==> config.mk <==
export PLATFORM = sky130hd
export DESIGN_NAME = b9to17_queue
export DESIGN_NICKNAME = d
export VERILOG_FILES = /design/src/hw/rtl/b9to17_pkg.sv /design/src/hw/rtl/b9to17_queue.sv
export SDC_FILE = /design/constraint.sdc
export NUM_CORES = 1
export LEC_CHECK = 0
export BUFFER_PORTS_ARGS = -buffer_cell sky130_fd_sc_hd__buf_2
export CAP_MARGIN = 40
export CORE_MARGIN = 1
export CORE_UTILIZATION = 51
export DETAILED_ROUTE_END_ITERATION = 7
export PLACE_DENSITY = 0.78
export SLEW_MARGIN = 20
export SYNTH_ARGS = -nofsm -noshare
export SYNTH_HDL_FRONTEND = slang
export SYNTH_SLANG_ARGS = --single-unit
==> constraint.sdc <==
create_clock -name clk -period 3.4 [get_ports clk]
set_input_delay 1.02 -clock clk [delete_from_list [all_inputs] [get_ports clk]]
set_output_delay 1.02 -clock clk [all_outputs]
set_load 0.005 [all_outputs]
==> src/hw/rtl/b9to17_pkg.sv <==
// ----------------------------------------------------------------------------
// b9to17_pkg
// Types, constants and helper functions shared by the base-9 to base-17
// converter modules.
// ----------------------------------------------------------------------------
package b9to17_pkg;

  // Number of decimal digits of the magnitude read as base-9 digits
  localparam int IN_DIGITS_DEF = 9;

  localparam int MAG_W = 30;
  // Largest value is nine nines in base 9, which needs 29 bits
  localparam int VAL_W = 29;
  // That value needs at most eight base-17 digits
  localparam int MAX_OUT_DIGITS = 8;
  localparam int DIG_IDX_W = 3;
  localparam int DIG_W = 5;
  localparam int CHAR_W = 7;
  localparam int QUEUE_DEPTH = 2;

  // x / 10 == (x * RECIP10) >> 35 for any 32-bit x
  localparam logic [31:0] RECIP10 = 32'hCCCC_CCCD;
  localparam int RECIP10_SHIFT = 35;
  // x / 17 == (x * RECIP17) >> 33 for any 29-bit x
  localparam logic [28:0] RECIP17 = 29'd505290271;
  localparam int RECIP17_SHIFT = 33;

  localparam logic [CHAR_W-1:0] CHAR_MINUS = 7'd45;
  localparam logic [CHAR_W-1:0] CHAR_ZERO = 7'd48;
  localparam logic [CHAR_W-1:0] CHAR_A = 7'd65;
  localparam logic [DIG_W-1:0] DEC_LIMIT = 5'd10;

  typedef struct packed {
    logic [MAG_W-1:0] magnitude;
    logic             negative;
  } in_item_t;

  typedef struct packed {
    logic [CHAR_W-1:0] character;
    logic              last;
  } out_item_t;

  // One converted value handed from front to back
  typedef struct packed {
    logic [VAL_W-1:0] value;
    logic             negative;
  } job_t;

  // Handshake between the front and the queue
  typedef struct packed {
    logic push;
    job_t job;
  } push_req_t;

  typedef enum logic [1:0] {
    FR_IDLE,
    FR_MUL,
    FR_ACC,
    FR_PUSH
  } front_state_t;

  typedef enum logic [1:0] {
    BK_IDLE,
    BK_DIV,
    BK_EMIT
  } back_state_t;

  // Weight of base-9 digit position idx
  function automatic logic [25:0] pow9(input logic [3:0] idx);
    logic [25:0] w;
    unique case (idx)
      4'd0:    w = 26'd1;
      4'd1:    w = 26'd9;
      4'd2:    w = 26'd81;
      4'd3:    w = 26'd729;
      4'd4:    w = 26'd6561;
      4'd5:    w = 26'd59049;
      4'd6:    w = 26'd531441;
      4'd7:    w = 26'd4782969;
      4'd8:    w = 26'd43046721;
      default: w = 26'd0;
    endcase
    return w;
  endfunction

  function automatic logic [CHAR_W-1:0] digit_char(input logic [DIG_W-1:0] d);
    logic [CHAR_W-1:0] c;
    if (d < DEC_LIMIT) begin
      c = CHAR_ZERO + CHAR_W'(d);
    end else begin
      c = CHAR_A + CHAR_W'(d - DEC_LIMIT);
    end
    return c;
  endfunction

endpackage

==> src/hw/rtl/b9to17_queue.sv <==
// ----------------------------------------------------------------------------
// b9to17_queue
// Short register queue of converted values between front and back.
// ----------------------------------------------------------------------------
module b9to17_queue
  import b9to17_pkg::*;
(
  input  logic      clk,
  input  logic      rst_n,
  input  push_req_t push_req,
  input  logic      pop,
  output job_t      head,
  output logic      full,
  output logic      empty
);

  localparam int PTR_W = (QUEUE_DEPTH > 1) ? $clog2(QUEUE_DEPTH) : 1;
  localparam int CNT_W = $clog2(QUEUE_DEPTH + 1);

  job_t slot_r [QUEUE_DEPTH];
  logic [PTR_W-1:0] wr_ptr_r, wr_ptr_nxt;
  logic [PTR_W-1:0] rd_ptr_r, rd_ptr_nxt;
  logic [CNT_W-1:0] count_r, count_nxt;

  assign full  = (count_r == CNT_W'(QUEUE_DEPTH));
  assign empty = (count_r == '0);
  assign head  = slot_r[rd_ptr_r];

  always_comb begin
    wr_ptr_nxt = wr_ptr_r;
    rd_ptr_nxt = rd_ptr_r;
    count_nxt  = count_r;
    if (push_req.push) begin
      wr_ptr_nxt = (wr_ptr_r == PTR_W'(QUEUE_DEPTH - 1)) ? '0 : wr_ptr_r + 1'b1;
    end
    if (pop) begin
      rd_ptr_nxt = (rd_ptr_r == PTR_W'(QUEUE_DEPTH - 1)) ? '0 : rd_ptr_r + 1'b1;
    end
    priority if (push_req.push && !pop) begin
      count_nxt = count_r + 1'b1;
    end else if (pop && !push_req.push) begin
      count_nxt = count_r - 1'b1;
    end
  end

  always_ff @(posedge clk) begin
    if (!rst_n) begin
      wr_ptr_r <= '0;
      rd_ptr_r <= '0;
      count_r  <= '0;
    end else begin
      wr_ptr_r <= wr_ptr_nxt;
      rd_ptr_r <= rd_ptr_nxt;
      count_r  <= count_nxt;
    end
    if (push_req.push) begin
      slot_r[wr_ptr_r] <= push_req.job;
    end
  end

  a_no_overflow: assert property (@(posedge clk) disable iff (!rst_n)
    !(push_req.push && full))
    else $error("queue push while full");

  a_no_underflow: assert property (@(posedge clk) disable iff (!rst_n)
    !(pop && empty))
    else $error("queue pop while empty");

endmodule

# After elaboration in Yosys (flattened, before gate mapping)

Memories as Yosys holds them, arrays and structs flattened. A register that Yosys moved wholly into a read port is not among the register bits.
Cells that the tools add are included.

Logic and storage cells: 23
Register bits after elaboration: 4
Memories: 1
RAM bits: 60
Bits of input ports: 34
Output and inout bits: 32

Equality and inequality tests: 1
Add/sub/neg operators: 4
Muxes and demuxes: 8
Reduce and logical (&&, ||, !) cells: 6

Memories:

| memory | depth | bits a word | read ports | clocked after memory_dff | write ports | RTL line           | source |
|---|---|---|---|---|---|---|---|
| slot_r | 2     | 30          | 1          | 1                        | 1           | b9to17_queue.sv:20 | `job_t slot_r [QUEUE_DEPTH];` |

Operator list:

| kind                | count |
|---|---|
| $mux 1              | 6 |
| $mux 2              | 2 |
| $add 1x1->1 const B | 2 |
| $add 2x1->2 const B | 1 |
| $eq 2x2->1 const B  | 1 |
| $logic_and 1x1->1   | 2 |
| $logic_not 1->1     | 2 |
| $logic_not 2->1     | 1 |
| $reduce_bool 2->1   | 1 |
| $sub 2x1->2 const B | 1 |

# Logic depth before layout (Yosys ltp)

Depth in word-level cells: 4
Gate-level depth with buffers: 5
Depth with buffers taken out: 5

# Worst setup path after synthesis

Ideal clock, no wire load.

Path kind: input -> register
Start: input push_req[30] in the netlist's numbering
End: memory slot_r[0][0] in the netlist's numbering, enable pin
Arrival time: 2413 ps
Library setup time: 422 ps
Path buffers: 0
Slack: 565 ps
Cell stages on the path: 1
Cells stage by stage: nor2b_1

Word-level cells in the longest chain between the ends: 2

Ends and longest elaborated chain:

| what                         | RTL line           | source |
|---|---|---|
| start, declared              | b9to17_queue.sv:10 | `input push_req_t push_req,` |
| $mux 1                       | b9to17_queue.sv:56 | `if (push_req.push) begin` |
| $mux 1 (not written as such) | b9to17_queue.sv:57 | `slot_r[wr_ptr_r] <= push_req.job;` |
| end, declared                | b9to17_queue.sv:20 |  |

Every way passes these cells.

==> results.tsv <==
metric	value	unit
final period utilization	0.719	
worst hold stages	2	
crit path DAT	1.42	ns
Syn Nets	150	
number of buffers added for setup after CTS	0	
Buffers & Inverters on Critical Path	2	
hold buffer count at CTS	0	
Syn Area/Cell	20.6	sq um
final hold violation count	0	
WHS Endpoint	count_r[1]	
Total Wirelength	3900	um
Tmin final	2.44	ns
post-route ant nets	0	
RePlAce Congestion	0.638	
placed cell areas	2790	sq um
Synth area leaders	edfxtp_1 76%, mux2_2 14%, dfxtp_1 4.2%, and2_1 1.1%, xor2_1 0.74%	
initial DRC count	43	
number of top-level pins	66	
reg2reg setup slack	1.97	ns
DP Wirelength	2810	um
Worst VDD drop	0.362	mV
largest net degree at the start of global routing	31	
top cell type's share of synthesized area	0.759	
Cell Area, Synth	2370	sq um
Max clock buf depth	2	
post-cts sizing count	0	
routed length per placed instance	15.6	um
Total GRT Usage	0.175	
worst hold-check path type	reg2reg	
RSZ-0062 raised after global routing	false	
Setup Skew	0.00365	ns
Setup TNS Final	0	ns
Critical-path top delay cell	mux2_2	
Initial Util	0.538	
status	finished, final reports clean	
CP delay by family, top	buffers and inverters	
antenna cell count	0	
Area Growth Syn to Fin	24.0	%
Max-Cap Viols	0	
launching point of the worst reg2reg path	wr_ptr_r	
Static Leak	1.14	nW
Clk Latency, worst-skew pair	0.32	ns
Startpoint Class	flop	
Nets	228	
Die Width	70.2	um
average vias per placed instance	5.02	
pwr/cell area	548	nW/um^2
total CTS buffers	9	
maximum fanout along the worst path	20	
Cell variety after synth	16	
Slew Limit Fails	0	
global-route wire length before repair	6280	um
share of cells above drive strength 1	0.576	
DIE AREA	4930	sq um
Slew @ Worst Pin	0.612	ns
Sink Count	65	
core region area	4410	sq um
CTS root buf	clkbuf_8	
clk slew on worst S/H paths	0.06	ns
Finish-stage setup viols	0	
IO Port Bufs	65	
via count	1256	
fin util	0.667	
post-route design area	2940	sq um
die height	70.2	um
flops & latches, synth	65	
CP max stage delay	0.38	ns
Warnings, synthesis	0	
number of global-route vias before repair	1380	
hold_sp	count_r[1]	
drt drc	0	
ordered cell list for the critical path	buf_4, mux2_2, buf_2	
TritonRoute pass-1 iters	4	
max frequency	409	MHz
GRT overflow	0	
worst r2r dst	slot_r[0][5]	
CTS tree	built	
Crit Path Class	reg2out	
smallest hold slack	0.518	ns
Seq/Total Area, Yosys	0.801	
critical path data required time	2.38	ns
Crit. End Element	output pin	
Mapped Cells	115	
initial antenna violation count	0	
area leader, netlist	edfxtp_1	
Row Count	24	
Clock H-tree levels	3	
Reg2Reg Depth	2	
slew margin rel.	0.590	
-- how the worst max path moves through the flow --
stage	cells past startpoint	startpoint	end
after detailed placement	3	push_req[30]	slot_r[0][2]
after global placement	3	push_req[30]	slot_r[0][19]
after global routing	3	flop	head[6]
final	3	flop	head[24]
after CTS	3	flop	head[11]
after floorplan	1	push_req[30]	slot_r[0][0]
-- cell families after synthesis --
kind of cell / synth area share
muxes: 0.142
DFF: 0.801
AOI/OAI and AO/OA: 0.00843
xor gates and xnor gates: 0.0111
buffers and inverters: 0.00790
adders and majority gates: 0.00527
and+or+nand+nor: 0.0237
-- cells in the final DEF, fill, tap and decap left out, drive strengths merged --
master and instances:
buf 70, edfxtp 60, mux2 30, clkbuf 11, dfxtp 5, clkinv 5
and2 4, xor2 2, nor2b 2, inv 1, nor2 1, and2b 1
xnor2 1, o21a 1, o21ai 1, or3 1, a21boi 1, ha 1
-- per-stage QoR --
step	setup WS (ns)	instances	total power [mW]
after global routing	0.899	250	1.68
after CTS	0.921	250	1.64
after floorplan	0.565	115	1.04
after detailed placement	1.11	234	1.13
after global placement	1.14	234	1.12
final	0.956	250	1.61
-- synth_stat cells, drive strengths merged --
cell	number
a21boi	1
and2	4
and2b	1
buf	3
dfxtp	5
edfxtp	60
ha	1
inv	1
mux2	30
nor2	1
nor2b	2
o21a	1
o21ai	1
or3	1
xnor2	1
xor2	2
-- worst reg2reg max path, stage by stage, from the launching register on --
cell and delay [ns]:
dfxtp_1 0.32, nor2b_2 0.51, buf_4 0.31
-- registers in the layout, summed over array words and instances, names as in the netlist, named ones only --
signal,flops
count_r,2
slot_r,60
wr_ptr_r,1
rd_ptr_r,1
-- power breakdown --
part	internal, mW	switching [mW]	total (mW)
Sequential	0.922	0.0137	0.936
Combinational	0.0933	0.0775	0.171
Clock	0.256	0.252	0.508
Total	1.27	0.343	1.61
-- area by class of cell --
type	instances	area, sq um
Fill cell	321	1470
Clock inverter	5	22.5
Tap cell	52	65.1
Clock buffer	11	131
Timing Repair Buffer	70	363
Sequential cell	65	1900
Multi-Input combinational cell	46	455
Inverter	1	3.75
-- per-layer routing --
layer | vias up | track usage | part of all wire
li1 | 595 | - | -
met1 | 614 | 0.189 | 0.38
met2 | 38 | 0.312 | 0.55
met3 | 9 | 0.0447 | 0.053
met4 | 0 | 0.0933 | 0.020
met5 | - | 0 | 0
Note: power is estimated with default switching activity, not from simulation.
